### config.mk
export PLATFORM = sky130hd
export DESIGN_NAME = s2xup_back
export DESIGN_NICKNAME = d
export VERILOG_FILES = /design/src/assert_macros.svh /design/src/s2xup_pkg.sv /design/src/s2xup_back.sv
export SDC_FILE = /design/constraint.sdc
export NUM_CORES = 1
export LEC_CHECK = 0
export ABC_CLOCK_PERIOD_IN_PS = 5500
export BUFFER_PORTS_ARGS = -buffer_cell sky130_fd_sc_hd__buf_2
export CORE_MARGIN = 3
export CORE_UTILIZATION = 50
export DETAILED_ROUTE_END_ITERATION = 8
export PLACE_DENSITY = 0.8
export SKIP_CTS_REPAIR_TIMING = 1
export SYNTH_ARGS = -nofsm -noshare
export SYNTH_HDL_FRONTEND = slang
export SYNTH_SLANG_ARGS = --single-unit
### constraint.sdc
create_clock -name clk_i -period 5.5 [get_ports clk_i]
set_input_delay 0.825 -clock clk_i [delete_from_list [all_inputs] [get_ports clk_i]]
set_output_delay 0.825 -clock clk_i [all_outputs]
set_load 0.05 [all_outputs]
### src/assert_macros.svh
// Assertion macros shared by the upscaler RTL.
// Each macro samples on clk_i and is disabled while rst_ni is low.
`ifndef ASSERT_MACROS_SVH
`define ASSERT_MACROS_SVH

// Check a property at every rising edge of clk_i.
`define S2X_ASSERT(lbl, prop, msg) \
  lbl: assert property (@(posedge clk_i) disable iff (!rst_ni) (prop)) else $error(msg);

// Check that a condition leads to a consequence in the next cycle.
`define S2X_ASSERT_NEXT(lbl, ante, cons, msg) \
  lbl: assert property (@(posedge clk_i) disable iff (!rst_ni) (ante) |=> (cons)) \
    else $error(msg);

`endif

### src/s2xup_pkg.sv
// Shared types, constants and the EPX pixel function of the 2x upscaler.
// No dependencies; every module of the block imports it.
package s2xup_pkg;

  localparam int unsigned MaxWidthBytesDef = 512;
  localparam int unsigned MaxRowsDef       = 4096;
  localparam int unsigned QueueDepthDef    = 4;

  localparam int unsigned WidthRegW  = 10;
  localparam int unsigned HeightRegW = 13;
  localparam int unsigned RowOutW    = 12;
  localparam int unsigned ColOutW    = 9;
  localparam int unsigned OutDataW   = 56;

  localparam logic [WidthRegW-1:0]  WidthReset  = 10'd512;
  localparam logic [HeightRegW-1:0] HeightReset = 13'd4096;

  typedef enum logic {
    REG_WIDTH  = 1'b0,
    REG_HEIGHT = 1'b1
  } cfg_reg_e;

  typedef enum logic [1:0] {
    SEL_UP   = 2'd0,
    SEL_LEFT = 2'd1,
    SEL_SELF = 2'd2
  } res_sel_e;

  typedef struct packed {
    logic has_up;
    logic has_left;
    logic has_self;
    logic r_ge1;
    logic r_ge2;
    logic c_ge1;
    logic c_ge2;
    logic c1_lt_w;
  } s2xup_flags_t;

  typedef struct packed {
    logic [RowOutW-1:0] row;
    logic [ColOutW-1:0] col;
    logic [7:0]         px;
    logic [7:0]         mid_c;
    logic [7:0]         mid_c1;
    logic [7:0]         above_c;
    logic [7:0]         prev_mid;
    logic [7:0]         prev_px;
    logic [7:0]         prev2_px;
    s2xup_flags_t       flags;
  } s2xup_desc_t;

  // One EPX pixel: {upper-left, upper-right, lower-left, lower-right}.
  function automatic logic [15:0] epx_pixel(input logic [3:0] e, input logic [3:0] b,
                                            input logic [3:0] d, input logic [3:0] f,
                                            input logic [3:0] h);
    logic [3:0] c0, c1, c2, c3;
    c0 = e;
    c1 = e;
    c2 = e;
    c3 = e;
    if ((b != h) && (d != f)) begin
      c0 = (d == b) ? d : e;
      c1 = (b == f) ? f : e;
      c2 = (d == h) ? d : e;
      c3 = (h == f) ? f : e;
    end
    return {c0, c1, c2, c3};
  endfunction

endpackage

### src/s2xup_back.sv
// Back end: picks each pending result of the head descriptor, runs EPX
// and holds the result in the output register. Depends on s2xup_pkg.
module s2xup_back import s2xup_pkg::*; (
  input  logic                clk_i,
  input  logic                rst_ni,
  input  logic                empty_i,
  input  s2xup_desc_t         desc_i,
  output logic                pop_o,
  output logic                out_valid_o,
  input  logic                out_ready_i,
  output logic [OutDataW-1:0] out_data_o,
  output logic                out_last_o
);

  logic [1:0]   done_q, done_d;   // {up done, left done}
  logic         out_valid_q, out_valid_d;
  logic         load, sel_last;
  res_sel_e     sel;
  s2xup_flags_t fl;
  logic [7:0]   e, b, h;
  logic [3:0]   dn, fn;
  logic [RowOutW-1:0] row;
  logic [ColOutW-1:0] col;
  logic [15:0]  p0, p1;
  logic [15:0]  upper_q, lower_q;
  logic [RowOutW-1:0] row_q;
  logic [ColOutW-1:0] col_q;
  logic         last_q;

  assign fl = desc_i.flags;

  // Results go out in order: row above, left byte, this byte.
  always_comb begin
    if (fl.has_up && !done_q[1]) begin
      sel      = SEL_UP;
      sel_last = !fl.has_left && !fl.has_self;
    end else if (fl.has_left && !done_q[0]) begin
      sel      = SEL_LEFT;
      sel_last = !fl.has_self;
    end else begin
      sel      = SEL_SELF;
      sel_last = 1'b1;
    end
  end

  always_comb begin
    case (sel)
      SEL_UP: begin
        e   = desc_i.mid_c;
        b   = fl.r_ge2 ? desc_i.above_c : desc_i.mid_c;
        h   = desc_i.px;
        dn  = fl.c_ge1 ? desc_i.prev_mid[3:0] : desc_i.mid_c[7:4];
        fn  = fl.c1_lt_w ? desc_i.mid_c1[7:4] : desc_i.mid_c[3:0];
        row = desc_i.row - RowOutW'(1);
        col = desc_i.col;
      end
      SEL_LEFT: begin
        e   = desc_i.prev_px;
        b   = fl.r_ge1 ? desc_i.prev_mid : desc_i.prev_px;
        h   = desc_i.prev_px;
        dn  = fl.c_ge2 ? desc_i.prev2_px[3:0] : desc_i.prev_px[7:4];
        fn  = desc_i.px[7:4];
        row = desc_i.row;
        col = desc_i.col - ColOutW'(1);
      end
      default: begin
        e   = desc_i.px;
        b   = fl.r_ge1 ? desc_i.mid_c : desc_i.px;
        h   = desc_i.px;
        dn  = fl.c_ge1 ? desc_i.prev_px[3:0] : desc_i.px[7:4];
        fn  = desc_i.px[3:0];
        row = desc_i.row;
        col = desc_i.col;
      end
    endcase
    p0 = epx_pixel(e[7:4], b[7:4], dn, e[3:0], h[7:4]);
    p1 = epx_pixel(e[3:0], b[3:0], e[7:4], fn, h[3:0]);
  end

  assign load        = !empty_i && (!out_valid_q || out_ready_i);
  assign pop_o       = load && sel_last;
  assign out_valid_d = load ? 1'b1 : (out_ready_i ? 1'b0 : out_valid_q);

  always_comb begin
    done_d = done_q;
    if (load) begin
      if (sel_last) begin
        done_d = '0;
      end else if (sel == SEL_UP) begin
        done_d[1] = 1'b1;
      end else begin
        done_d[0] = 1'b1;
      end
    end
  end

  always_ff @(posedge clk_i or negedge rst_ni) begin
    if (!rst_ni) begin
      done_q      <= '0;
      out_valid_q <= 1'b0;
    end else begin
      done_q      <= done_d;
      out_valid_q <= out_valid_d;
    end
  end

  always_ff @(posedge clk_i) begin
    if (load) begin
      upper_q <= {p0[15:8], p1[15:8]};
      lower_q <= {p0[7:0], p1[7:0]};
      row_q   <= row;
      col_q   <= col;
      last_q  <= sel_last;
    end
  end

  assign out_valid_o = out_valid_q;
  assign out_last_o  = last_q;
  assign out_data_o  = {3'b000, lower_q, upper_q, col_q, row_q};

endmodule

# Yosys cells after proc, flatten, opt, wreduce, memory -nomap -nowiden
# Cells that the tools add are included.
# word_totals
ff_bits	57
in_bits	89
out_inout_bits	59
elab_cells	82
# classes
add_sub_neg	2
eq_ne	14
mux	39
reduce_logical	19
# ops
op	count
2-to-1 mux 4 bit	20
== test 4 bit	8
2-to-1 mux 8 bit	4
case mux 8 bit (2 select lines)	2
!= test 4 bit	4
case mux 4 bit (2 select lines)	2
2-to-1 mux 12 bit	1
subtractor 12 x 1 -> 12 bit, second input constant	1
2-to-1 mux 9 bit	1
subtractor 9 x 1 -> 9 bit, second input constant	1
logical AND 1 bit	7
zero test 1 bit	6
2-to-1 mux 1 bit	6
2-to-1 mux 2 bit	3
AND reduction 2 bit	2
nonzero test 2 bit	2
== test 2 x 1 -> 1 bit, second input constant	1
zero test 2 bit	1
!= test 2 bit, second input constant	1
logical OR 1 bit	1

# Longest topological paths before layout
# Gate-level depths: netlist (run 1).
# depth
depth_word	9
depth_mapped	10
depth_no_buf	7

# Worst setup path after synthesis (run 1)
# OpenSTA, ideal clock, no wires.
# synth_timing
path_kind	input -> output
startpoint	in empty_i
endpoint	out pop_o
arrival_ns	4.285
required_ns	4.675
setup_slack_ns	0.390
path_stages	2
path_buffers	0
cell_sequence	a21oi_1 and2_1
# synth_via
elab_chain_cells	3
# synth_lines
item	line_no	source
from (decl)	s2xup_back.sv:6	input logic empty_i,
zero test 1 bit	s2xup_back.sv:80	assign load = !empty_i && (!out_valid_q || out_ready_i);
logical AND 1 bit	s2xup_back.sv:80	
logical AND 1 bit	s2xup_back.sv:81	assign pop_o = load && sel_last;
to (decl)	s2xup_back.sv:8	output logic pop_o,
# No other way between the ends.

# Final worst setup path (run 1)
# layout_timing
startpoint	in desc_i[6] (netlist name)
endpoint	out pop_o
# layout_via
elab_chain_cells	4
elab_cells_between_ends	6
classes_between	2 x mux; 4 x reduce/logical
# layout_lines
item	line_no	source
from (decl)	s2xup_back.sv:7	input s2xup_desc_t desc_i,
logical AND 1 bit / zero test 1 bit (equally long branches)	s2xup_back.sv:37, s2xup_back.sv:36	
2-to-1 mux 1 bit / logical AND 1 bit (equally long branches)	s2xup_back.sv:37, s2xup_back.sv:36	
2-to-1 mux 1 bit (*)	s2xup_back.sv:34	if (fl.has_up && !done_q[1]) begin
named net sel_last	s2xup_back.sv:17	logic load, sel_last;
logical AND 1 bit (*)	s2xup_back.sv:81	
# Mark *: on every way through the listed nets, which the timed path passes. The rest lies on a longest branch.

==> impl_metrics.ini, run 1 <==
[setup_path]
cpMostUsedCell = buf_2
path_cells = buf_2 -> nand2b_1 -> nand2_2 -> a22oi_1 -> and2_1 -> buf_2
crit_type = in2out
path_buf_inv = 2
crit_path_start_kind = input port
crit_family = simple AND/OR/NAND/NOR gates
critPathMaxStageDelay_ns = 0.72
cpMaxStageDelayCell = nand2b_1
required_ns = 4.68
crit_path_end_kind = output pin
crit_arrival_ns = 2.67
r2r_slack_ns = 2.30
cp_max_fo = 19

[global_routing]
busiest_layer = met2
antenna_found_initial = 0
grt_pass1_wl_mm = 17.2
grt_pass1_vias = 3399
gr-usage-met1_pct = 26.4
gr-total-overflow = 0
met2_usage_pct = 39.2
track_usage_pct = 22.4
grt_max_degree = 58
grt_use_met3_pct = 7.08

[timing]
relSlewSlack_pct = 31.6
setup_tns_ns = 0
rsz0062_at_grt = no
maxSlewViolCount = 0
hold_violations = 0
fin_ws_ns = 2.01
period_needed_ns = 3.49
finClkSkew_ns = 0.0169
tightestPinTransition_ns = 1.03
min_period_over_period_pct = 63.5
fmax_ghz = 0.286
setup_viol = 0

[detailed_routing]
drt-total-wl_mm = 11.1
routedWlPerCell_um = 18.2
via_count = 3397
drc = 0
postRouteAntennaNets = 0
first_iter_violations = 212
routed_via_density = 5.57
dr.pass1.iters = 4

[floorplan]
core_um2 = 8340
die_h_um = 99.3
pin_count = 148
num_rows = 33
die_width_um = 99.3
start_util_pct = 52.2
die_area_um2 = 9870

[yosys]
syn_area_um2 = 4360
synth-edff-count = 54
yosys_warnings = 0
yosysSeqAreaShare_pct = 39.0
avgSynthCellArea_um2 = 11.6
synth-seq-cells = 57
yosysTopAreaCellShare_pct = 37.2
synth_cell_types = 54
synthCells = 375
ys.flop_type = edfxtp_1
yosysTopAreaCell = edfxtp_1
yosys-top-cells-area = edfxtp_1 (37%), mux2i_1 (14%), xnor2_1 (7.2%)
async_reset_ff_share_pct = 5.26

[finish]
multi_input_area_um2 = 2470
final.fill_count = 702
final_cell_area_um2 = 5230
drive_above_1_share_pct = 40.2
layout.nets = 591
final_util_pct = 62.7
antenna_cells = 0
syn_to_final_growth_pct = 20.0
layout_commonest_cell = buf_2
layout_common_cells = buf_2 (136), mux2i_1 (59), edfxtp_1 (54)
regArea_um2 = 1700

[clock_tree]
htreeDepth = 3
cts_tree = yes
clock_path_buffers = 2
cts_buffers = 9
insertion_delay_ns = 0.35
clockRootBuffer = clkbuf_8
clk_pin_slew_ns = 0.08
clock-sinks = 57

[power_and_ir_drop]
power_density_nw_per_um2 = 335
p_leak_uw = 0.00227
worst_ir_drop_vdd_mv = 0.163
total_power_uw = 1750

[placement]
place_congestion = 0.944
dp_hpwl_mm = 8.39
port_buffers = 136
place_ws_ns = 1.90
dpl_cell_area_um2 = 5020

[outcome]
status = finished clean

[flow_run]
cap_violations = 0

[min_path]
hp-class = in2async
==> metrics by stage <==
stage | cells | hold slack [ns]
finish | 610 | 0.253
global placement | 594 | 0.490
CTS | 610 | 0.246
detailed placement | 594 | 0.501
global route | 610 | 0.240
floorplan | 377 | 0.468
==> layer usage <==
| metal | up-vias | part of all wire [%] |
|---|---|---|
| li1 | 1606 | - |
| met1 | 1640 | 39 |
| met2 | 137 | 51 |
| met3 | 14 | 7.9 |
| met4 | 0 | 1.5 |
| met5 | - | 0 |
==> final timing paths <==
check	from	to	cells past startpoint
max in group asynchronous	rst_ni	done_q[0]	1
worst max register to register	done_q[0]	upper_q[15]	7
worst min register to register	done_q[1]	done_q[1]	2
worst min-delay path	rst_ni	out_valid_o	1
worst max-delay path	desc_i[6]	pop_o	6
min in group clk_i	done_q[1]	done_q[1]	2
==> cell usage after synthesis, types with 4 or more instances <==
library cell	count
a21oi_1	4
a21oi_2	4
a31o_1	6
buf_2	10
buf_4	8
buf_6	4
edfxtp_1	54
inv_1	8
mux2_2	10
mux2i_1	59
mux4_2	6
nand2_1	33
nand3_2	6
nand4_1	4
nor2_1	22
nor3_1	7
nor4_1	6
nor4_2	4
o221ai_2	4
xnor2_1	36
xor2_1	34
==> registers in the layout, indices dropped and copies added (netlist names) <==
name	cells
done_q	2
col_q	9
lower_q	16
out_valid_o	1
upper_q	16
row_q	12
out_last_o	1
==> layout make-up <==
class / count / share of cell area, %
Clock inverter: 6 / 1.58
Multi-Input combinational cell: 287 / 47.3
Sequential cell: 57 / 32.5
Timing Repair Buffer: 137 / 13.2
Clock buffer: 10 / 2.44
Inverter: 8 / 0.575
Tap cell: 105 / 2.51
==> report_power, final <==
part           internal (uW)  switching [uW]  leakage, uW
Clock                    253             175     0.000108
Combinational            258             506      0.00162
Sequential               548            12.2     0.000547
Total                   1060             693      0.00227
==> cells by family after synthesis <==
group	after synthesis	share of synthesized area, %
flops	57	39.0
xor+xnor	70	14.1
buf+inv	33	4.77
compound gates	35	7.56
simple gates	100	13.5
mux	77	20.5
fa+ha+maj	2	0.574
other cells	1	0.0861
Note: power is estimated with default switching activity, not from simulation.
==> run 2: changes to the inputs <==
- ABC_CLOCK_PERIOD_IN_PS: 5500 -> 3200
- CORE_UTILIZATION: 50 -> 46
- PLACE_DENSITY: 0.8 -> 0.77
- clock period: 5.5 -> 3.2 ns (I/O delays scaled with it)
==> impl_metrics.ini, run 2 (synthesized netlist as in run 1, its figures left out) <==
[finish]
layout_commonest_cell = buf_2
antenna_cells = 0
syn_to_final_growth_pct = 21.5
regArea_um2 = 1700
layout_common_cells = buf_2 (136), mux2i_1 (59), edfxtp_1 (54)
drive_above_1_share_pct = 40.6
layout.nets = 596
final_util_pct = 59.0
final.fill_count = 775
largestRegisters = lower_q x16, upper_q x16, row_q x12
multi_input_area_um2 = 2470

[power_and_ir_drop]
power_density_nw_per_um2 = 573
worst_ir_drop_vdd_mv = 0.237
p_leak_uw = 0.00230
total_power_uw = 3040

[timing]
period_needed_ns = 2.73
setup_tns_ns = 0
rsz0062_at_grt = no
tightestPinTransition_ns = 0.733
relSlewSlack_pct = 51.2
hold_violations = 0
finClkSkew_ns = 0.0121
min_period_over_period_pct = 85.4
fmax_ghz = 0.366
maxSlewViolCount = 0
setup_viol = 0

[placement]
place_congestion = 0.930
port_buffers = 136
dp_hpwl_mm = 8.92

[detailed_routing]
via_count = 3484
routed_via_density = 5.48
postRouteAntennaNets = 0
first_iter_violations = 214
routedWlPerCell_um = 18.6
drt-total-wl_mm = 11.9
drc = 0
dr.pass1.iters = 5

[clock_tree]
clockRootBuffer = clkbuf_8
cts_tree = yes
htreeDepth = 3
clock-sinks = 57
clock_path_buffers = 2
clk_pin_slew_ns = 0.07
cts_buffers = 9
insertion_delay_ns = 0.34

[setup_path]
cpMaxStageDelayCell = mux4_2
path_buf_inv = 0
crit_type = reg2reg
crit_arrival_ns = 2.80
cp_max_fo = 14
crit_path_start_kind = flop
r2r_slack_ns = 0.47
critPathMaxStageDelay_ns = 0.54
crit_path_end_kind = flop
crit_family = simple AND/OR/NAND/NOR gates
path_cells = and2b_4 -> mux4_2 -> a21oi_2 -> xor2_1 -> nor4_1 -> nand3_2 -> mux2i_1
required_ns = 3.26

[floorplan]
num_rows = 34
core_um2 = 8980
start_util_pct = 48.5
die_area_um2 = 10700
die_width_um = 103
pin_count = 148
die_h_um = 103

[global_routing]
track_usage_pct = 22.8
grt_pass1_vias = 3622
grt_max_degree = 57
gr-total-overflow = 0
antenna_found_initial = 0
grt_pass1_wl_mm = 18.4

[outcome]
status = finished clean

[min_path]
hp-class = in2reg

[flow_run]
cap_violations = 0
==> run 2: cell types whose count changed in the layout (fill, tap and decap cells not counted), sizes merged <==
cell / previous run / this run
dlygate4sd3: 0 / 1
buf: 137 / 141
==> run 2: final timing paths <==
| kind | from | endpoint | cells past startpoint |
|---|---|---|---|
| setup reg to reg | done_q[0] | upper_q[12] | 7 |
| min in group asynchronous | rst_ni | done_q[0] | 2 |
| setup / recovery | done_q[0] | upper_q[12] | 7 |
| max in group asynchronous | rst_ni | done_q[1] | 2 |
| hold reg to reg | done_q[1] | done_q[1] | 2 |
| hold / removal | out_ready_i | out_valid_o | 2 |
==> run 2: worst reg2reg max path, stage by stage, from the launching register on <==
cell and delay (ns):
dfrtp_1 0.40, and2b_4 0.40, mux4_2 0.54, a21oi_2 0.25
xor2_1 0.11, nor4_1 0.36, nand3_2 0.21, mux2i_1 0.18
==> run 2: area by class of cell <==
type	instances	area share, %
clock buffers	10	2.41
clock inverters	6	1.56
inverters	8	0.567
multi-input cells	287	46.7
flip-flops and latches	57	32.1
well taps	126	2.98
repair buffers	142	13.8
==> run 2: routing by layer <==
| layer | track usage, % | vias up | wire length [um] |
|---|---|---|---|
| li1 | - | 1621 | - |
| met1 | 28.2 | 1710 | 4830 |
| met2 | 39.5 | 134 | 6050 |
| met3 | 6.37 | 19 | 819 |
| met4 | 5.98 | 0 | 155 |
| met5 | 0 | - | 0 |
==> run 2: power breakdown <==
part           leakage (uW)  total, uW  switching, uW  internal, uW
registers          0.000547        963           21.8           941
clock network      0.000108        735            301           435
logic               0.00164       1340            884           452
total               0.00230       3040           1210          1830
==> run 2: stage by stage <==
stage | instance area [um2] | std cells | hold WS, ns | worst slack (ns)
6_report | 5290 | 636 | 0.336 | 0.466
5_1_grt | 5290 | 636 | 0.330 | 0.330
4_1_cts | 5280 | 635 | -0.0961 | 0.450
3_5_place_dp | 5070 | 619 | 0.283 | 0.337
3_3_place_gp | 5070 | 619 | 0.278 | 0.363
2_1_floorplan | 4370 | 377 | 0.184 | 0.477
