===== config.mk =====
export PLATFORM = sky130hd
export DESIGN_NAME = s2xup_queue
export DESIGN_NICKNAME = d
export VERILOG_FILES = /design/src/s2xup_pkg.sv /design/src/s2xup_queue.sv
export VERILOG_INCLUDE_DIRS = /design/src /design/src/src
export SDC_FILE = /design/constraint.sdc
export NUM_CORES = 1
export LEC_CHECK = 0
export BUFFER_PORTS_ARGS = -buffer_cell sky130_fd_sc_hd__buf_4
export CAP_MARGIN = 30
export CORE_ASPECT_RATIO = 2
export CORE_MARGIN = 10
export CORE_UTILIZATION = 25
export CTS_BUF_LIST = sky130_fd_sc_hd__clkbuf_4
export DETAILED_ROUTE_END_ITERATION = 10
export MAX_ROUTING_LAYER = met4
export SLEW_MARGIN = 25
export SYNTH_ARGS = -nofsm -noshare
export SYNTH_HDL_FRONTEND = slang
export SYNTH_SLANG_ARGS = --single-unit
export TNS_END_PERCENT = 30

===== constraint.sdc =====
create_clock -name clk_i -period 4.1 [get_ports clk_i]
set_input_delay 0.41 -clock clk_i [delete_from_list [all_inputs] [get_ports clk_i]]
set_output_delay 0.41 -clock clk_i [all_outputs]
set_load 0.02 [all_outputs]

===== src/assert_macros.svh =====
// Assertion macros shared by the upscaler RTL.
// Each macro samples on clk_i and is disabled while rst_ni is low.
`ifndef ASSERT_MACROS_SVH
`define ASSERT_MACROS_SVH

// Check a property at every rising edge of clk_i.
`define S2X_ASSERT(lbl, prop, msg) \
  lbl: assert property (@(posedge clk_i) disable iff (!rst_ni) (prop)) else $error(msg);

// Check that a condition leads to a consequence in the next cycle.
`define S2X_ASSERT_NEXT(lbl, ante, cons, msg) \
  lbl: assert property (@(posedge clk_i) disable iff (!rst_ni) (ante) |=> (cons)) \
    else $error(msg);

`endif


===== src/s2xup_pkg.sv =====
// Shared types, constants and the EPX pixel function of the 2x upscaler.
// No dependencies; every module of the block imports it.
package s2xup_pkg;

  localparam int unsigned MaxWidthBytesDef = 512;
  localparam int unsigned MaxRowsDef       = 4096;
  localparam int unsigned QueueDepthDef    = 4;

  localparam int unsigned WidthRegW  = 10;
  localparam int unsigned HeightRegW = 13;
  localparam int unsigned RowOutW    = 12;
  localparam int unsigned ColOutW    = 9;
  localparam int unsigned OutDataW   = 56;

  localparam logic [WidthRegW-1:0]  WidthReset  = 10'd512;
  localparam logic [HeightRegW-1:0] HeightReset = 13'd4096;

  typedef enum logic {
    REG_WIDTH  = 1'b0,
    REG_HEIGHT = 1'b1
  } cfg_reg_e;

  typedef enum logic [1:0] {
    SEL_UP   = 2'd0,
    SEL_LEFT = 2'd1,
    SEL_SELF = 2'd2
  } res_sel_e;

  typedef struct packed {
    logic has_up;
    logic has_left;
    logic has_self;
    logic r_ge1;
    logic r_ge2;
    logic c_ge1;
    logic c_ge2;
    logic c1_lt_w;
  } s2xup_flags_t;

  typedef struct packed {
    logic [RowOutW-1:0] row;
    logic [ColOutW-1:0] col;
    logic [7:0]         px;
    logic [7:0]         mid_c;
    logic [7:0]         mid_c1;
    logic [7:0]         above_c;
    logic [7:0]         prev_mid;
    logic [7:0]         prev_px;
    logic [7:0]         prev2_px;
    s2xup_flags_t       flags;
  } s2xup_desc_t;

  // One EPX pixel: {upper-left, upper-right, lower-left, lower-right}.
  function automatic logic [15:0] epx_pixel(input logic [3:0] e, input logic [3:0] b,
                                            input logic [3:0] d, input logic [3:0] f,
                                            input logic [3:0] h);
    logic [3:0] c0, c1, c2, c3;
    c0 = e;
    c1 = e;
    c2 = e;
    c3 = e;
    if ((b != h) && (d != f)) begin
      c0 = (d == b) ? d : e;
      c1 = (b == f) ? f : e;
      c2 = (d == h) ? d : e;
      c3 = (h == f) ? f : e;
    end
    return {c0, c1, c2, c3};
  endfunction

endpackage


===== src/s2xup_queue.sv =====
// Short FIFO of work descriptors between front and back end.
// Depends on s2xup_pkg and assert_macros.svh.
`include "assert_macros.svh"
module s2xup_queue import s2xup_pkg::*; #(
  parameter int unsigned DEPTH = QueueDepthDef
) (
  input  logic        clk_i,
  input  logic        rst_ni,
  input  logic        push_i,
  input  s2xup_desc_t data_i,
  output logic        full_o,
  input  logic        pop_i,
  output logic        empty_o,
  output s2xup_desc_t data_o
);

  localparam int unsigned PtrW = (DEPTH > 1) ? $clog2(DEPTH) : 1;
  localparam int unsigned CntW = $clog2(DEPTH + 1);

  s2xup_desc_t   mem_q [DEPTH];
  logic [PtrW-1:0] wptr_q, wptr_d, rptr_q, rptr_d;
  logic [CntW-1:0] cnt_q, cnt_d;

  assign full_o  = cnt_q == CntW'(DEPTH);
  assign empty_o = cnt_q == '0;
  assign data_o  = mem_q[rptr_q];

  always_comb begin
    wptr_d = wptr_q;
    rptr_d = rptr_q;
    cnt_d  = cnt_q;
    if (push_i) begin
      wptr_d = (wptr_q == PtrW'(DEPTH - 1)) ? '0 : wptr_q + PtrW'(1);
    end
    if (pop_i) begin
      rptr_d = (rptr_q == PtrW'(DEPTH - 1)) ? '0 : rptr_q + PtrW'(1);
    end
    if (push_i && !pop_i) begin
      cnt_d = cnt_q + CntW'(1);
    end else if (pop_i && !push_i) begin
      cnt_d = cnt_q - CntW'(1);
    end
  end

  always_ff @(posedge clk_i or negedge rst_ni) begin
    if (!rst_ni) begin
      wptr_q <= '0;
      rptr_q <= '0;
      cnt_q  <= '0;
    end else begin
      wptr_q <= wptr_d;
      rptr_q <= rptr_d;
      cnt_q  <= cnt_d;
    end
  end

  always_ff @(posedge clk_i) begin
    if (push_i) begin
      mem_q[wptr_q] <= data_i;
    end
  end

  `S2X_ASSERT(a_no_overflow, !(push_i && (cnt_q == CntW'(DEPTH))), "push into full queue")
  `S2X_ASSERT(a_no_underflow, !(pop_i && (cnt_q == '0)), "pop from empty queue")
  `S2X_ASSERT_NEXT(a_push_grows, push_i && !pop_i, cnt_q == $past(cnt_q) + CntW'(1), "count lost")

endmodule


[Yosys cells after proc, flatten, opt, wreduce, memory -nomap -nowiden]
Memories as Yosys holds them, arrays and structs flattened.
Index checks and enable logic that the tools add are counted.
Operators by class
  add/sub/neg operators: 4
  $mul: 0
  divide/modulo/power cells: 0
  order comparisons: 0
  equality and inequality tests: 3
  shift-type cells: 0
  muxes and demuxes: 6
  bitwise operators: 0
  reduce and logical (&&, ||, !) cells: 6
Operators with widths (number)
  2-to-1 mux 3 bit: 2
  adder 2 x 1 -> 2 bit, second input constant: 2
  equality test 2 bit, second input constant: 2
  2-to-1 mux 2 bit: 2
  adder 3 x 1 -> 3 bit, second input constant: 1
  equality test 3 bit, second input constant: 1
  zero test 3 bit: 1
  subtractor 3 x 1 -> 3 bit, second input constant: 1
  logical AND 1 bit: 2
  zero test 1 bit: 2
  2-to-1 mux 1 bit: 2
  nonzero test 2 bit: 1
Storage, ports and cells
  bits in registers: 7
  latch bits: 0
  bits in writable memories: 340
  memory bits (read-only): 0
  bits of input ports: 89
  output and inout port bits: 87
  word-level logic and storage cells: 23
  memories: 1
Memory list
  mem_q: depth 4, width 85, read ports 1, clocked after memory_dff 0, write ports 1, RTL line s2xup_queue.sv:20  | s2xup_desc_t mem_q [DEPTH];

[Depth between registers and ports, before layout]
Gate-level depths: netlist (run 1).
  depth in word-level cells: 4
  depth in mapped cells: 7
  gate-level depth less buffers: 7

[Worst setup path after synthesis (run 1)]
No wires, ideal clock.
  path type: flip-flop to flip-flop
  start point: register wptr_q[0]
  end point: memory mem_q[2][0] (netlist bit), enable pin
  setup time: 0.453 ns
  arrival time: 2.599 ns
  required time: 3.647 ns
  path slack: 1.048 ns
  stages on the path, launching flop included: 4
  path buffers: 0
  cell sequence: dfrtp_1 > inv_1 > ha_1 > and2_1
RTL lines
  start: declaration: RTL line s2xup_queue.sv:21  | logic [PtrW-1:0] wptr_q, wptr_d, rptr_q, rptr_d;
  start signal: assignment: RTL line s2xup_queue.sv:51  | wptr_q <= wptr_d;
  end: declaration: RTL line s2xup_queue.sv:20
No word-level cell before the write port.

==> impl_metrics.env, run 1 <==
export IMPL_timing_critical_path_required_ns=3.69
export IMPL_synth_distinct_cells=21
export IMPL_numClockSinks=347
export IMPL_dpl_instance_area_mm2=0.0148
export IMPL_vias=6299
export IMPL_clock_transition_at_the_registers_of_the_reported_paths_ns=0.07
export IMPL_synth_seq_cells=347
export IMPL_crit_fanout=36
export IMPL_clock_insertion_delay_worst_skew_ns=0.75
export IMPL_fin_tns_setup_ns=0
export IMPL_drt_pass1_iterations=4
export IMPL_grtUsageTotal=0.0990
export IMPL_global_route_overflow_total=0
export IMPL_drt_wirelength_per_cell_um=19.0
export IMPL_routabilityCongestion=0.675
export IMPL_drv_cap=0
export IMPL_rsz0062_at_grt="no"
export IMPL_critical_path_slowest_cell="dfrtp_4"
export IMPL_chipWidth_um=179
export IMPL_power_leakage_nw=5.72
export IMPL_drive_gt1_frac=0.461
export IMPL_synthesis_yosys_warnings=0
export IMPL_relSlewSlack=0.422
export IMPL_reg_to_reg_start="wptr_q[1]"
export IMPL_ys_flop_type="edfxtp_1"
export IMPL_ys_top_cells_by_count="edfxtp_1 (340), mux4_2 (85), buf_2 (8)"
export IMPL_max_clock_buf_depth=3
export IMPL_net_count_after_synthesis=578
export IMPL_detail_route_vias_per_cell=4.13
export IMPL_dp_hpwl_um=18400
export IMPL_cp_cell_sequence="buf_12 > mux4_2 > buf_4"
export IMPL_first_global_vias=7225
export IMPL_synth_most_common_cell="edfxtp_1"
export IMPL_sequential_element_share_of_the_synthesized_area=0.817
export IMPL_worst_ir_drop_vdd_mv=0.370
export IMPL_post_cts_repair_setup_buffers=0
export IMPL_first_pass_grt_wire_length_um=43600
export IMPL_path_delay_family="flip-flops"
export IMPL_post_cts_resized=0
export IMPL_finalSetupViolations=0
export IMPL_critical_hold_path_startpoint="data_i[7]"
export IMPL_remaining_antenna_violation_count=0
export IMPL_detailedRoute_firstIterationViolations=274
export IMPL_design_core_area_mm2=0.0502
export IMPL_yosys_area_top_type="edfxtp_1"
export IMPL_die_height_um=339
export IMPL_area_of_the_mapped_netlist_mm2=0.0127
export IMPL_wl_um=29000
export IMPL_grt_max_degree=54
export IMPL_postLayoutCellArea_mm2=0.0167
export IMPL_powerDensity_mw_per_mm2=674
export IMPL_yosys_top_cells_area="edfxtp_1 (80%), mux4_2 (15%), dfrtp_1 (1.4%), ha_1 (0.59%), buf_12 (0.47%)"
export IMPL_cts_buffers=78
export IMPL_synth_async_reset_ratio=0.0202
export IMPL_fin_crit_ns=3.16
export IMPL_nNetsFinal=914
export IMPL_cp_data_arrival_time_ns=2.75
export IMPL_start_kind="flop"
export IMPL_worst_pin_slew_ns=0.867
export IMPL_num_rows=116
export IMPL_fp_dieArea_mm2=0.0608
export IMPL_hold_class="in -> reg"
export IMPL_buffer_ports_inserted=175
export IMPL_run_status="finished, final reports clean"
export IMPL_clock_tree_skew_after_final_layout_ns=0.0459
export IMPL_post_cts_hold_buffer_count=89
export IMPL_cp_slowest_stage_delay_ns=0.80
export IMPL_htree_num_levels=3
export IMPL_setup_worst_path_end_class="primary output"
export IMPL_area_delta_synth_final_pct=31.1
export IMPL_number_of_synthesized_flops_with_an_enable_pin=340
export IMPL_synth_cells=482
export IMPL_post_route_period_util=0.772
export IMPL_cts_root_buf="clkbuf_4"
export IMPL_drc_errors=0
export IMPL_timing_final_max_slew_violations=0
export IMPL_crit_start="rptr_q[0]"
export IMPL_max_clock_freq_mhz=316
export IMPL_critical_setup_path_class="reg -> out"
export IMPL_antenna_found_initial=7
export IMPL_mapped_avg_cell_area_um2=26.4
export IMPL_finalHoldViolCount=0
export IMPL_synth_top_area_frac=0.804
export IMPL_io_pins=176
export IMPL_initial_utilization=0.253
export IMPL_cts_tree="done"
export IMPL_buffer_and_inverter_count_on_the_worst_path=2
==> routing by layer <==
layer	global-route usage	vias up	share of wire
met5	-	-	0
met4	0.0512	0	0.029
met3	0.0266	59	0.059
met2	0.170	187	0.55
met1	0.0997	3251	0.36
li1	-	2802	-
==> metrics by stage <==
step	hold slack [ns]	cells	worst slack, ns	total power, W	util
4_1_cts	0.284	1516	0.714	0.0115	0.331
2_1_floorplan	0.114	482	1.05	0.00721	-
3_3_place_gp	0.235	1298	1.60	0.00874	0.295
6_report	0.401	1524	0.936	0.0112	0.332
3_5_place_dp	0.238	1298	1.61	0.00877	0.295
5_1_grt	0.325	1523	0.691	0.0118	0.332
==> worst paths after layout <==
path	end	slack [ns]	depth (start not counted)
setup / recovery	data_o[62]	0.94	3
hold / removal	mem_q[3][7]	0.40	2
min in group asynchronous	rptr_q[1]	0.68	3
hold reg to reg	cnt_q[2]	0.49	1
max in group asynchronous	wptr_q[0]	3.12	3
setup reg to reg	mem_q[0][6]	1.93	4
==> cells by family (layout without fill, tap and decap cells) <==
group | after synthesis | after routing | share of synthesized area
flip-flops | 347 | 347 | 0.817
adder cells (fa/ha/maj) | 7 | 7 | 0.00749
multiplexers | 88 | 88 | 0.153
AO/OA/AOI/OAI | 2 | 2 | 0.000788
other | 0 | 8 | 0
AND/OR/NAND/NOR | 11 | 11 | 0.00443
buffers and inverters | 24 | 409 | 0.0144
XOR/XNOR | 3 | 3 | 0.00207
==> layout by cell type, fill, tap and decap left out, types with 4 or more instances in the layout <==
master         instances
edfxtp_1             340
buf_4                185
clkbuf_4             108
dlygate4sd3_1         89
mux4_2                85
clkinv_1              10
diode_2                8
ha_1                   6
inv_2                  5
dfrtp_1                5
inv_1                  4
and2_4                 4
clkinv_2               4
==> report_power, final <==
group	switching [W]	internal, W
combinational	0.00200	0.00174
sequential	0.000329	0.00455
clock	0.00127	0.00134
total	0.00360	0.00762
==> state kept, by name, indices dropped and copies added, names as in the netlist <==
signal,count
cnt_q,3
mem_q,340
rptr_q,2
wptr_q,2
==> layout make-up <==
class                   instances  area, µm²
clock buffers                 108        811
multi-input cells             111       2150
repair buffers                276       2320
fillers                      4820      33600
inverters                       4       15.0
diodes                          8       20.0
well taps                     649        812
clock inverters                21        136
flip-flops and latches        347      10400
No activity file was read; power rests on OpenSTA's default activity.
==> run 2: changes to the inputs <==
==> constraint.sdc (replaced) <==
create_clock -name clk_i -period 2.5 [get_ports clk_i]
set_input_delay 0.25 -clock clk_i [delete_from_list [all_inputs] [get_ports clk_i]]
set_output_delay 0.25 -clock clk_i [all_outputs]
set_load 0.02 [all_outputs]
==> run 2 against run 1 <==
Compared with the run above: core utilization increased by 1.8 points; die area unchanged; first-iteration DRC count increased by 3.3%; wire length increased by 6.3%; critical path type unchanged; largest power group is now combinational cells.
==> impl_metrics.env, run 2 (synthesized netlist as in run 1, its figures left out) <==
export IMPL_mostFrequentLayoutCells="edfxtp_1 (340), clkbuf_4 (108), buf_4 (97)"
export IMPL_hold_class="in -> reg"
export IMPL_rsz0062_at_grt="yes"
export IMPL_clock_transition_at_the_registers_of_the_reported_paths_ns=0.07
export IMPL_finalHoldViolCount=0
export IMPL_drc_errors=0
export IMPL_fin_crit_ns=2.50
export IMPL_cts_root_buf="clkbuf_4"
export IMPL_cts_buffers=80
export IMPL_die_height_um=339
export IMPL_timing_final_max_slew_violations=0
export IMPL_dp_hpwl_um=19000
export IMPL_grt_max_degree=40
export IMPL_area_delta_synth_final_pct=38.2
export IMPL_vias=6373
export IMPL_wl_um=30800
export IMPL_antenna_found_initial=6
export IMPL_run_status="finished, final reports clean"
export IMPL_dpl_instance_area_mm2=0.0150
export IMPL_nNetsFinal=936
export IMPL_initial_utilization=0.253
export IMPL_clock_tree_skew_after_final_layout_ns=0.0435
export IMPL_num_rows=116
export IMPL_worst_pin_slew_ns=0.512
export IMPL_drt_wirelength_per_cell_um=19.9
export IMPL_placement_setup_worst_slack_ns=0.600
export IMPL_grtUsageTotal=0.106
export IMPL_fp_dieArea_mm2=0.0608
export IMPL_post_route_worst_setup_slack_ns=0.00163
export IMPL_crit_fanout=7
export IMPL_largest_register="mem_q"
export IMPL_setup_worst_path_end_class="primary output"
export IMPL_power_leakage_nw=6.07
export IMPL_dp_cells=1304
export IMPL_postLayoutCellArea_mm2=0.0176
export IMPL_clock_insertion_delay_worst_skew_ns=0.76
export IMPL_chipWidth_um=179
export IMPL_global_route_overflow_total=0
export IMPL_numClockSinks=347
export IMPL_max_clock_freq_mhz=400
export IMPL_buffer_ports_inserted=175
export IMPL_start_kind="flop"
export IMPL_detailedRoute_firstIterationViolations=283
export IMPL_cp_data_arrival_time_ns=2.25
export IMPL_routabilityCongestion=0.693
export IMPL_max_clock_buf_depth=3
export IMPL_timing_critical_path_required_ns=2.25
export IMPL_top_flop_regs="mem_q: 340 flops, cnt_q: 3 flops"
export IMPL_powerDensity_mw_per_mm2=1150
export IMPL_cts_tree="done"
export IMPL_drv_cap=0
export IMPL_design_core_area_mm2=0.0502
export IMPL_max_reg_flops=340
export IMPL_drive_gt1_frac=0.478
export IMPL_relSlewSlack=0.659
export IMPL_first_pass_grt_wire_length_um=46000
export IMPL_final_instance_count_excl_fill=1550
export IMPL_remaining_antenna_violation_count=0
export IMPL_critical_setup_path_class="reg -> out"
export IMPL_detail_route_vias_per_cell=4.11
export IMPL_htree_num_levels=3
export IMPL_final_common_cell="edfxtp_1"
export IMPL_first_global_vias=7430
export IMPL_report_power_total_w=0.0202
export IMPL_finalSetupViolations=0
export IMPL_post_route_period_util=0.999
export IMPL_worst_ir_drop_vdd_mv=0.495
export IMPL_drt_pass1_iterations=4
export IMPL_io_pins=176
## run 2: cell count changes in the layout (fill, tap and decap cells not counted), sizes merged
cell,delta
buf,+18
bufinv,+1
clkbuf,+2
clkinv,+5
clkinvlp,+5
diode,-1
inv,-4
## run 2: area by class of cell
class | instances | area [µm²]
clock inverter | 28 | 214
inverter | 4 | 15.0
timing repair buffer | 296 | 3150
multi-input combinational | 111 | 2150
fill | 4736 | 32700
clock buffer | 108 | 811
sequential | 347 | 10400
antenna | 7 | 17.5
tap | 649 | 812
## run 2: per-stage QoR
step                      utilization  hold slack, ns  TNS (ns)
final                           0.350           0.201         0
after global routing            0.349           0.117    -10.30
after CTS                       0.349          0.0736    -11.88
after detailed placement        0.298          0.0755         0
after global placement          0.298          0.0735         0
after floorplan                     -         -0.0456    -84.72
## run 2: report_power, final
group / internal, W / leakage (nW) / total (W) / switching (W)
clock network: 0.00233 / 0.595 / 0.00449 / 0.00216
registers: 0.00745 / 3.20 / 0.00770 / 0.000249
logic: 0.00404 / 2.27 / 0.00798 / 0.00395
total: 0.0138 / 6.07 / 0.0202 / 0.00636
## run 2: critical path: stages (launching register included)
cell     delay, ns
dfrtp_4       0.45
buf_12        0.17
buf_16        0.16
mux4_2        0.55
buf_6         0.16
## run 2: what timing repair did
item                                    4_1_cts  5_1_grt
endpoints found under the setup margin       85       85
hold buffers                                 89        0
hold endpoints to repair                    354        0
gates cloned                                  6        2
setup buffers                                 7        0
gates resized for setup                      94        2
## run 2: routing by layer
layer	share of wire	track usage	vias up	wire, µm
met5	0	-	-	0
met3	0.060	0.0282	55	1860
li1	-	-	2853	-
met1	0.32	0.0969	3254	9980
met4	0.030	0.0543	0	918
met2	0.59	0.193	211	18000
## run 2: path summary, 6_finish.rpt
kind | start | to | slack (ns) | cells past startpoint
worst max-delay path | rptr_q[0] | data_o[29] | 0.002 | 4
worst min-delay path | data_i[21] | mem_q[0][21] | 0.20 | 2
worst max register to register | wptr_q[0] | mem_q[2][12] | 0.72 | 4
worst min register to register | cnt_q[2] | cnt_q[2] | 0.51 | 1
max in group asynchronous | rst_ni | rptr_q[0] | 1.65 | 3
min in group asynchronous | rst_ni | cnt_q[1] | 0.54 | 3
==> run 3: changes to the inputs <==
--- a/config.mk
+++ b/config.mk
@@ -6,9 +6,9 @@
 export SDC_FILE = /design/constraint.sdc
 export NUM_CORES = 1
 export LEC_CHECK = 0
+export ABC_AREA = 1
 export BUFFER_PORTS_ARGS = -buffer_cell sky130_fd_sc_hd__buf_4
 export CAP_MARGIN = 30
-export CORE_ASPECT_RATIO = 2
 export CORE_MARGIN = 10
 export CORE_UTILIZATION = 25
 export CTS_BUF_LIST = sky130_fd_sc_hd__clkbuf_4
==> run 3 against run 2 <==
Compared with the run above: sequential share of layout area decreased by 4.2 points; synthesized cell count increased by 120%; worst hold slack got worse by 0.030 ns; worst setup slack improved by 0.086 ns; global-route usage increased by 0.87 points; non-clock buffer count increased by 12; critical path depth increased by 2; wire length increased by 20%; count of clock-buffer cells in the layout increased by 25; critical endpoint is now data_o[25]; largest power group unchanged.
==> impl_metrics.env, run 3 <==
export IMPL_clock_tree_skew_after_final_layout_ns=0.0332
export IMPL_critical_setup_path_class="reg -> out"
export IMPL_p_switching_w=0.00781
export IMPL_max_clock_buf_depth=3
export IMPL_remaining_antenna_violation_count=0
export IMPL_cts_buffers=91
export IMPL_nNetsFinal=1491
export IMPL_hold_class="in -> reg"
export IMPL_synth_most_common_cell="edfxtp_1"
export IMPL_buffer_ports_inserted=175
export IMPL_num_rows=86
export IMPL_multi_input_area_mm2=0.00245
export IMPL_design_core_area_mm2=0.0550
export IMPL_finalHoldViolCount=0
export IMPL_global_route_overflow_total=0
export IMPL_numClockSinks=347
export IMPL_dp_hpwl_um=19100
export IMPL_ys_top_cells_by_count="edfxtp_1 (340), nand2_1 (271), inv_1 (181)"
export IMPL_routabilityCongestion=0.705
export IMPL_fillerInstances=5330
export IMPL_die_height_um=255
export IMPL_post_route_period_util=0.965
export IMPL_clock_insertion_delay_worst_skew_ns=0.81
export IMPL_max_reg_flops=340
export IMPL_number_of_synthesized_flops_with_an_enable_pin=340
export IMPL_worstHoldPathCells=2
export IMPL_path_delay_family="buffers and inverters"
export IMPL_setup_worst_path_end_class="primary output"
export IMPL_synth_seq_cells=347
export IMPL_critical_path_slowest_cell="dfrtp_2"
export IMPL_power_sequential_fraction=0.362
export IMPL_sequential_element_share_of_the_synthesized_area=0.750
export IMPL_yosys_area_top_type="edfxtp_1"
export IMPL_detailedRoute_firstIterationViolations=467
export IMPL_detail_route_vias_per_cell=4.11
export IMPL_synthesis_yosys_warnings=0
export IMPL_antenna_found_initial=6
export IMPL_mostFrequentLayoutCells="edfxtp_1 (340), nand2_1 (268), inv_1 (177)"
export IMPL_cts_tree="done"
export IMPL_relSlewSlack=0.722
export IMPL_wl_um=36900
export IMPL_reg_to_reg_start="wptr_q[1]"
export IMPL_power_leakage_nw=7.59
export IMPL_initial_utilization=0.252
export IMPL_dp_cells=1941
export IMPL_timing_final_max_slew_violations=0
export IMPL_powerDensity_mw_per_mm2=1130
export IMPL_hold_slack_ns=0.171
export IMPL_cts_root_buf="clkbuf_4"
export IMPL_finalSetupViolations=0
export IMPL_critical_hold_path_startpoint="data_i[56]"
export IMPL_area_sequential_mm2=0.0104
export IMPL_share_comb_of_total_power=0.410
export IMPL_rr_endpoint="mem_q[1][31]"
export IMPL_synth_distinct_cells=19
export IMPL_synth_async_reset_ratio=0.0202
export IMPL_drv_cap=0
export IMPL_first_global_vias=9403
export IMPL_dpl_instance_area_mm2=0.0162
export IMPL_first_pass_grt_wire_length_um=55200
export IMPL_hold_path_end="mem_q[2][56]"
export IMPL_run_status="finished, final reports clean"
export IMPL_fin_tns_setup_ns=0
export IMPL_top_flop_regs="mem_q: 340 flops, cnt_q: 3 flops"
export IMPL_sw_frac_of_total=0.366
export IMPL_worst_ir_drop_vdd_mv=0.597
export IMPL_drive_gt1_frac=0.260
export IMPL_crit_fanout=20
export IMPL_chipWidth_um=255
export IMPL_worstRegToRegCells=5
export IMPL_rsz0062_at_grt="yes"
export IMPL_start_kind="flop"
export IMPL_synth_top_area_frac=0.738
export IMPL_final_common_cell="edfxtp_1"
export IMPL_fin_crit_ns=2.41
export IMPL_cp_slowest_stage_delay_ns=0.42
export IMPL_ys_flop_type="edfxtp_1"
export IMPL_buffer_and_inverter_count_on_the_worst_path=4
export IMPL_clock_transition_at_the_registers_of_the_reported_paths_ns=0.07
export IMPL_setup_reg_to_reg_worst_slack_ns=0.83
export IMPL_htree_num_levels=3
export IMPL_clock_power_share=0.229
export IMPL_drt_wirelength_per_cell_um=16.7
export IMPL_internal_power_w=0.0135
export IMPL_net_count_after_synthesis=1140
export IMPL_max_clock_freq_mhz=414
export IMPL_grtUsageTotal=0.115
export IMPL_vias=9065
export IMPL_worst_pin_slew_ns=0.417
export IMPL_yosys_top_cells_area="edfxtp_1 (74%), o211ai_1 (9.2%), nand2_1 (7.3%), inv_1 (4.9%), dfrtp_1 (1.3%)"
export IMPL_grt_max_degree=56
export IMPL_mapped_avg_cell_area_um2=13.3
export IMPL_timing_critical_path_required_ns=2.25
export IMPL_area_of_the_mapped_netlist_mm2=0.0138
export IMPL_drt_pass1_iterations=4
export IMPL_area_delta_synth_final_pct=36.3
export IMPL_io_pins=176
export IMPL_synth_cells=1044
export IMPL_cp_data_arrival_time_ns=2.16
export IMPL_cp_cell_sequence="buf_12 > inv_16 > clkbuf_16 > o211ai_1 > nand2_1 > buf_6"
export IMPL_largest_register="mem_q"
export IMPL_drc_errors=0
export IMPL_final_instance_count_excl_fill=2207
export IMPL_fp_dieArea_mm2=0.0652
export IMPL_postLayoutCellArea_mm2=0.0189
## run 3: changes by cell type after synthesis, sizes merged, moves of 3 or more
cell    change
and2        -4
o211ai    +170
buf        +31
mux2        -3
inv       +179
clkbuf      +5
mux4       -85
nand2     +269
## run 3: power by group through the flow
stage	sequential (W)	combinational [W]	clock (W)
2_1_floorplan	0.00780	0.00437	0
3_3_place_gp	0.00778	0.00736	0
3_5_place_dp	0.00781	0.00745	0
4_1_cts	0.00771	0.00876	0.00511
5_1_grt	0.00779	0.00952	0.00540
6_report	0.00771	0.00873	0.00488
## run 3: worst max-delay path by stage
stage                     startpoint           to  slack [ns]  depth (start not counted)
after floorplan            wptr_q[1]  mem_q[1][0]       -0.22                          4
after global placement     rptr_q[0]   data_o[47]        0.65                          6
after detailed placement   rptr_q[0]   data_o[47]        0.61                          6
after CTS                  rptr_q[0]   data_o[25]       -0.04                          7
after global routing       rptr_q[0]   data_o[36]       -0.04                          7
final                      rptr_q[0]   data_o[25]        0.09                          6
## run 3: repair_timing
| item | in CTS | in global routing |
|---|---|---|
| hold endpoints to repair | 383 | 0 |
| pin swaps | 8 | 6 |
| setup buffers | 5 | 0 |
| endpoints found under the setup margin | 85 | 38 |
| hold buffers | 89 | 0 |
| resized for setup | 70 | 6 |
| gates cloned | 11 | 4 |
## run 3: cell families (layout without fill, tap and decap cells)
family | Yosys count | in the layout | share of synthesized area
other | 0 | 4 | 0
AO/OA/AOI/OAI | 174 | 174 | 0.0936
flip-flops | 347 | 347 | 0.750
AND/OR/NAND/NOR | 276 | 276 | 0.0753
buffers and inverters | 239 | 650 | 0.0734
XOR/XNOR | 1 | 1 | 0.000633
adder cells (fa/ha/maj) | 7 | 7 | 0.00687
## run 3: cell type report
cell class              instances  area share
repair inverters                6     0.00530
flip-flops and latches        347       0.550
repair buffers                308       0.165
well taps                     748      0.0496
clock inverters                20     0.00776
inverters                     183      0.0386
multi-input cells             458       0.130
diodes                          4    0.000530
clock buffers                 133      0.0529
## run 3: per-stage QoR
| step | utilization | setup slack [ns] | total power (W) |
|---|---|---|---|
| 3_3_place_gp | 0.294 | 0.651 | 0.0151 |
| 5_1_grt | 0.343 | -0.0374 | 0.0227 |
| 4_1_cts | 0.341 | -0.0444 | 0.0216 |
| 3_5_place_dp | 0.294 | 0.607 | 0.0153 |
| 2_1_floorplan | - | -0.216 | 0.0122 |
| 6_report | 0.343 | 0.0874 | 0.0213 |
## run 3: metal layers
metal,track usage,wire (µm)
met3,0.0298,1940
met1,0.129,15800
met4,0.0496,730
met2,0.190,18500
met5,-,0
